## config.mk

```make
export PLATFORM = sky130hd
export DESIGN_NAME = utf8_to_utf16_decoder
export DESIGN_NICKNAME = d
export VERILOG_FILES = /design/src/design/u8u16_pkg.sv /design/src/design/u8u16_decode.sv /design/src/design/u8u16_outbuf.sv /design/src/design/utf8_to_utf16_decoder.sv
export SDC_FILE = /design/constraint.sdc
export NUM_CORES = 1
export LEC_CHECK = 0
export ABC_CLOCK_PERIOD_IN_PS = 5490
export BUFFER_PORTS_ARGS = -buffer_cell sky130_fd_sc_hd__clkbuf_2
export CAP_MARGIN = 40
export CORE_UTILIZATION = 55
export DETAILED_ROUTE_END_ITERATION = 10
export PLACE_DENSITY = 0.73
export RECOVER_POWER = 100
export SLEW_MARGIN = 20
export SYNTH_ARGS = -nofsm -noshare
export SYNTH_HDL_FRONTEND = slang
export SYNTH_HIERARCHICAL = 1
export SYNTH_SLANG_ARGS = --single-unit
```

## constraint.sdc

```tcl
create_clock -name clock -period 5.49 [get_ports clock]
set_input_delay 0.8235 -clock clock [delete_from_list [all_inputs] [get_ports clock]]
set_output_delay 0.8235 -clock clock [all_outputs]
set_load 0.005 [all_outputs]
```

## src/design/u8u16_pkg.sv

```systemverilog
// ----------------------------------------------------------------------------
// u8u16_pkg
// Types and constants shared by the UTF-8 to UTF-16 decoder modules.
// ----------------------------------------------------------------------------
package u8u16_pkg;

   typedef enum logic [0:0] {
      OP_DATA  = 1'b0,
      OP_FLUSH = 1'b1
   } opcode_type;

   typedef struct packed {
      opcode_type  opcode;
      logic [7:0]  data_byte;
   } req_type;

   typedef struct packed {
      logic [15:0] code_unit;
      logic        last_unit;
   } rsp_type;

   // Open sequence: gathered bits, smallest legal value, continuations expected
   typedef struct packed {
      logic [20:0] partial;
      logic [16:0] minimum;
      logic [1:0]  pending;
   } seq_state_type;

   // Units produced by one item, in order; count is 0, 1 or 2
   typedef struct packed {
      logic [1:0]  count;
      logic [15:0] unit0;
      logic [15:0] unit1;
   } dec_result_type;

   localparam logic [15:0] REPLACEMENT_UNIT = 16'hfffd;
   localparam logic [20:0] MAX_CODE_POINT   = 21'h10ffff;
   localparam logic [20:0] SURROGATE_LOW    = 21'h00d800;
   localparam logic [20:0] SURROGATE_HIGH   = 21'h00dfff;
   localparam logic [20:0] SUPPLEMENTARY    = 21'h010000;
   localparam logic [15:0] HIGH_SURR_BASE   = 16'hd800;
   localparam logic [15:0] LOW_SURR_BASE    = 16'hdc00;
   localparam logic [16:0] MIN_TWO_BYTE     = 17'h00080;
   localparam logic [16:0] MIN_THREE_BYTE   = 17'h00800;
   localparam logic [16:0] MIN_FOUR_BYTE    = 17'h10000;

endpackage

```

## src/design/u8u16_decode.sv

```systemverilog
// ----------------------------------------------------------------------------
// u8u16_decode
// Combinational step: one byte or flush against the open sequence state.
// ----------------------------------------------------------------------------
module u8u16_decode (
   input  u8u16_pkg::req_type        item,
   input  u8u16_pkg::seq_state_type  state,
   output u8u16_pkg::seq_state_type  state_next,
   output u8u16_pkg::dec_result_type result
);
   import u8u16_pkg::*;

   logic [7:0]    b;
   logic          fresh_emit;
   logic [15:0]   fresh_unit;
   seq_state_type fresh_base;
   seq_state_type fresh_state;
   logic [20:0]   cp;
   logic [19:0]   cp_off;
   logic [1:0]    pending_dec;
   logic          cp_bad;

   assign b = item.data_byte;

   // A byte that breaks an open sequence starts again from a cleared state
   assign fresh_base = (item.opcode == OP_DATA && state.pending != 2'd0) ? '0 : state;

   // Fresh byte handling; fresh_base is the state it starts from
   always_comb begin
      fresh_emit  = 1'b0;
      fresh_unit  = REPLACEMENT_UNIT;
      fresh_state = fresh_base;
      if (b[7] == 1'b0) begin
         fresh_emit = 1'b1;
         fresh_unit = {8'h00, b};
      end else if (b >= 8'hc2 && b <= 8'hdf) begin
         fresh_state.partial = {16'h0000, b[4:0]};
         fresh_state.minimum = MIN_TWO_BYTE;
         fresh_state.pending = 2'd1;
      end else if (b >= 8'he0 && b <= 8'hef) begin
         fresh_state.partial = {17'h00000, b[3:0]};
         fresh_state.minimum = MIN_THREE_BYTE;
         fresh_state.pending = 2'd2;
      end else if (b >= 8'hf0 && b <= 8'hf4) begin
         fresh_state.partial = {18'h00000, b[2:0]};
         fresh_state.minimum = MIN_FOUR_BYTE;
         fresh_state.pending = 2'd3;
      end else begin
         fresh_emit = 1'b1;
      end
   end

   assign cp          = {state.partial[14:0], b[5:0]};
   assign cp_off      = 20'(cp - SUPPLEMENTARY);
   assign pending_dec = state.pending - 2'd1;
   assign cp_bad      = (cp < {4'h0, state.minimum}) || (cp > MAX_CODE_POINT) ||
                        (cp >= SURROGATE_LOW && cp <= SURROGATE_HIGH);

   always_comb begin
      state_next   = state;
      result.count = 2'd0;
      result.unit0 = REPLACEMENT_UNIT;
      result.unit1 = REPLACEMENT_UNIT;
      if (item.opcode == OP_FLUSH) begin
         if (state.pending != 2'd0) begin
            state_next   = '0;
            result.count = 2'd1;
         end
      end else if (state.pending != 2'd0) begin
         if (b[7:6] == 2'b10) begin
            state_next.partial = cp;
            state_next.pending = pending_dec;
            if (pending_dec == 2'd0) begin
               state_next.partial = '0;
               if (cp_bad) begin
                  result.count = 2'd1;
               end else if (cp[20:16] == 5'd0) begin
                  result.count = 2'd1;
                  result.unit0 = cp[15:0];
               end else begin
                  result.count = 2'd2;
                  result.unit0 = HIGH_SURR_BASE + {6'h00, cp_off[19:10]};
                  result.unit1 = LOW_SURR_BASE + {6'h00, cp_off[9:0]};
               end
            end
         end else begin
            // Broken sequence: replace, then treat the byte as fresh
            state_next   = fresh_state;
            result.count = fresh_emit ? 2'd2 : 2'd1;
            result.unit1 = fresh_unit;
         end
      end else begin
         state_next   = fresh_state;
         result.count = fresh_emit ? 2'd1 : 2'd0;
         result.unit0 = fresh_unit;
      end
   end

endmodule

```

## src/design/u8u16_outbuf.sv

```systemverilog
// ----------------------------------------------------------------------------
// u8u16_outbuf
// Result register holding up to two code units, drained one unit per cycle while rsp_ready is high.
// ----------------------------------------------------------------------------
module u8u16_outbuf (
   input  logic                      clock,
   input  logic                      reset,
   input  logic                      load,
   input  u8u16_pkg::dec_result_type result,
   output logic                      can_take,
   output logic                      rsp_valid,
   input  logic                      rsp_ready,
   output u8u16_pkg::rsp_type        rsp_data
);
   import u8u16_pkg::*;

   logic [1:0]  cnt_ff,   cnt_in;
   logic [15:0] unit0_ff, unit0_in;
   logic [15:0] unit1_ff, unit1_in;
   logic        pop;

   assign rsp_valid          = (cnt_ff != 2'd0);
   assign pop                = rsp_valid && rsp_ready;
   assign can_take           = (cnt_ff == 2'd0) || (cnt_ff == 2'd1 && rsp_ready);
   assign rsp_data.code_unit = unit0_ff;
   assign rsp_data.last_unit = (cnt_ff == 2'd1);

   always_comb begin
      cnt_in   = cnt_ff;
      unit0_in = unit0_ff;
      unit1_in = unit1_ff;
      if (load) begin
         cnt_in   = result.count;
         unit0_in = result.unit0;
         unit1_in = result.unit1;
      end else if (pop) begin
         // shift the second unit forward
         cnt_in   = cnt_ff - 2'd1;
         unit0_in = unit1_ff;
      end
   end

   always_ff @(posedge clock) begin
      if (reset) begin
         cnt_ff <= 2'd0;
      end else begin
         cnt_ff <= cnt_in;
      end
      unit0_ff <= unit0_in;
      unit1_ff <= unit1_in;
   end

endmodule

```

## src/design/utf8_to_utf16_decoder.sv

```systemverilog
// ----------------------------------------------------------------------------
// utf8_to_utf16_decoder
// UTF-8 byte stream to UTF-16 code units with replacement on bad input.
// ----------------------------------------------------------------------------
// Bytes enter an input register, are decoded combinationally against the open
// sequence and land in a two-unit result register. For items that yield zero
// or one code unit a byte can be accepted every cycle while the result side
// keeps up; an item that yields two units (surrogate pair, or a broken
// sequence followed by a byte that emits) holds the input stage until the
// result register is down to its last unit. The first unit of an item passes
// through the input register and the result register. A flush item replaces
// an unfinished sequence with U+FFFD; last_unit marks the final unit of each
// item.
module utf8_to_utf16_decoder (
   input  logic               clock,
   input  logic               reset,
   input  logic               req_valid,
   output logic               req_ready,
   input  u8u16_pkg::req_type req_data,
   output logic               rsp_valid,
   input  logic               rsp_ready,
   output u8u16_pkg::rsp_type rsp_data
);
   import u8u16_pkg::*;

   logic           in_valid_ff, in_valid_in;
   req_type        in_item_ff,  in_item_in;
   seq_state_type  state_ff,    state_in;
   seq_state_type  state_next;
   dec_result_type result;
   logic           can_take;
   logic           advance;
   logic           accept;

   assign advance   = in_valid_ff && can_take;
   assign req_ready = !in_valid_ff || advance;
   assign accept    = req_valid && req_ready;

   u8u16_decode u_decode (
      .item       (in_item_ff),
      .state      (state_ff),
      .state_next (state_next),
      .result     (result)
   );

   u8u16_outbuf u_outbuf (
      .clock     (clock),
      .reset     (reset),
      .load      (advance),
      .result    (result),
      .can_take  (can_take),
      .rsp_valid (rsp_valid),
      .rsp_ready (rsp_ready),
      .rsp_data  (rsp_data)
   );

   always_comb begin
      in_valid_in = in_valid_ff;
      in_item_in  = in_item_ff;
      state_in    = state_ff;
      if (advance) begin
         in_valid_in = 1'b0;
         state_in    = state_next;
      end
      if (accept) begin
         in_valid_in = 1'b1;
         in_item_in  = req_data;
      end
   end

   always_ff @(posedge clock) begin
      if (reset) begin
         in_valid_ff <= 1'b0;
         state_ff    <= '0;
      end else begin
         in_valid_ff <= in_valid_in;
         state_ff    <= state_in;
      end
      in_item_ff <= in_item_in;
   end

endmodule
```

==> flow_metrics.tcl <==
set metrics [dict create \
    ant_nets 0 \
    nets 578 \
    fin_crit_sh 0.732 \
    clk_pin_slew_ns 0.09 \
    setup_ws_ns 1.47 \
    r2r_slack_ns 1.47 \
    hpwl_mm 8.01 \
    max-vdd-ir-drop_mv 0.274 \
    antenna_found_initial 0 \
    max_freq_mhz 249 \
    path_max_fanout 16 \
    rows 34 \
    first_pass_iters 5 \
    total_power_mw 1.34 \
    area_growth_pct 1.53 \
    core_area_mm2 0.00889 \
    dr_total_vias 4156 \
    setup_viol 0 \
    syn_area_mm2 0.00514 \
    grt_pass1_vias 3939 \
    final_cell_mix "41 x edfxtp_1, 41 x nor2_1, 40 x nand3_1" \
    port_buffers 31 \
    post-place-ws_ns 2.10 \
    critPathArrivalTime_ns 4.14 \
    cellPowerDensity_mw_per_mm2 256 \
    fp.dieW_um 98.6 \
    clock_sinks 78 \
    tightest_slew_ns 1.17 \
    die_area_mm2 0.00973 \
    finalCriticalPeriod_ns 4.02 \
    syn-num-nets 575 \
    p_leak_nw 1.69 \
    hold_viol_final 0 \
    groute.usage.overall 0.261 \
    htreeDepth 3 \
    diodes 0 \
    hold_class "register to register" \
    wl_mm 12.1 \
    post_cts_resized 0 \
    rsz0062_at_grt "false" \
    grt_pass1_wl_mm 19.8 \
    gp_congestion 0.932 \
    synthesis.area_per_instance_um2 9.51 \
    cts.path.max_buffers 2 \
    hold_buffers 0 \
    drtIter0Drc 420 \
    cts_root_buffer "clkbuf_8" \
    initial_core_util 0.578 \
    crit_required_ns 5.61 \
    viasPerCell 6.34 \
    post-cts-setup-buffers 0 \
    cts_tree "yes" \
    grt_max_degree 71 \
    critPathCaptureType "register" \
    path_class "register to register" \
    overflow 0 \
    clk-insertion-delay-late_ns 0.36 \
    maxCapViolations 0 \
    cts_made_buffers 9 \
    die_h_um 98.6 \
    drc_errors 0 \
    routedWlPerCell_um 18.4 \
    start_kind "register" \
    fin_worst_skew_ns 0.00710 \
    io_pins 32 \
    drive_gt1_frac 0.139 \
    run_status "completed" \
    synthCells 540 \
    ys_warn_count 6 \
    tns_ns 0 \
    slew_headroom 0.196 \
    slew_viol_final 0 \
]
[sequential cells by signal, indices dropped and copies added, names as in the netlist]
signal,cells
u_outbuf/unit0_ff,16
in_valid_ff,1
in_item_ff,9
u_outbuf/unit1_ff,16
state_ff,34
u_outbuf/cnt_ff,2
[final timing paths]
kind                                                startpoint                        endpoint  depth (start not counted)
worst max-delay path                   in_item_ff[2]$_DFFE_PP_  u_outbuf/unit0_ff[1]$_DFFE_PP_                         10
worst min-delay path            u_outbuf/unit1_ff[1]$_DFFE_PP_  u_outbuf/unit0_ff[1]$_DFFE_PP_                          1
worst max register to register         in_item_ff[2]$_DFFE_PP_  u_outbuf/unit0_ff[1]$_DFFE_PP_                         10
worst min register to register  u_outbuf/unit1_ff[1]$_DFFE_PP_  u_outbuf/unit0_ff[1]$_DFFE_PP_                          1
[worst max-delay path, cell delays in order (launching register included)]
cell and delay (ns):
edfxtp_1 0.53, ha_1 0.37, a21oi_1 0.14, o21ai_0 0.11, nand3_1 0.13, a2111oi_0 0.12, a2111oi_0 1.00, clkbuf_1 0.58
nor3_4 0.21, a32o_1 0.30, mux2_1 0.29
[area by class of cell]
class                   count  area [um2]
well taps                 108         135
inverters                  38         143
multi-input cells         378        2580
flip-flops and latches     78        1970
repair buffers             38         185
clock buffers              10         128
fillers                   793        3680
clock inverters             6        71.3
[report_power, final]
| group | internal, mW | switching [mW] |
|---|---|---|
| Combinational | 0.0590 | 0.163 |
| Clock | 0.213 | 0.236 |
| Sequential | 0.644 | 0.0212 |
[per-stage QoR]
step                       util  hold WS [ns]  std cells  cell area (um2)
after floorplan               -         0.501        540             5140
after global placement    0.576         0.512        637             5120
after detailed placement  0.577         0.514        638             5130
after CTS                 0.599         0.535        654             5330
after global routing      0.587         0.558        656             5220
final                     0.587         0.538        656             5220
[metal layers]
metal / share of wire / vias up / track usage
met4: 0.024 / 0 / 0.113
met5: 0 / - / 0
li1: - / 1957 / -
met2: 0.47 / 192 / 0.423
met3: 0.068 / 25 / 0.0397
met1: 0.44 / 1982 / 0.348
Power figures use the tool's default switching activity.
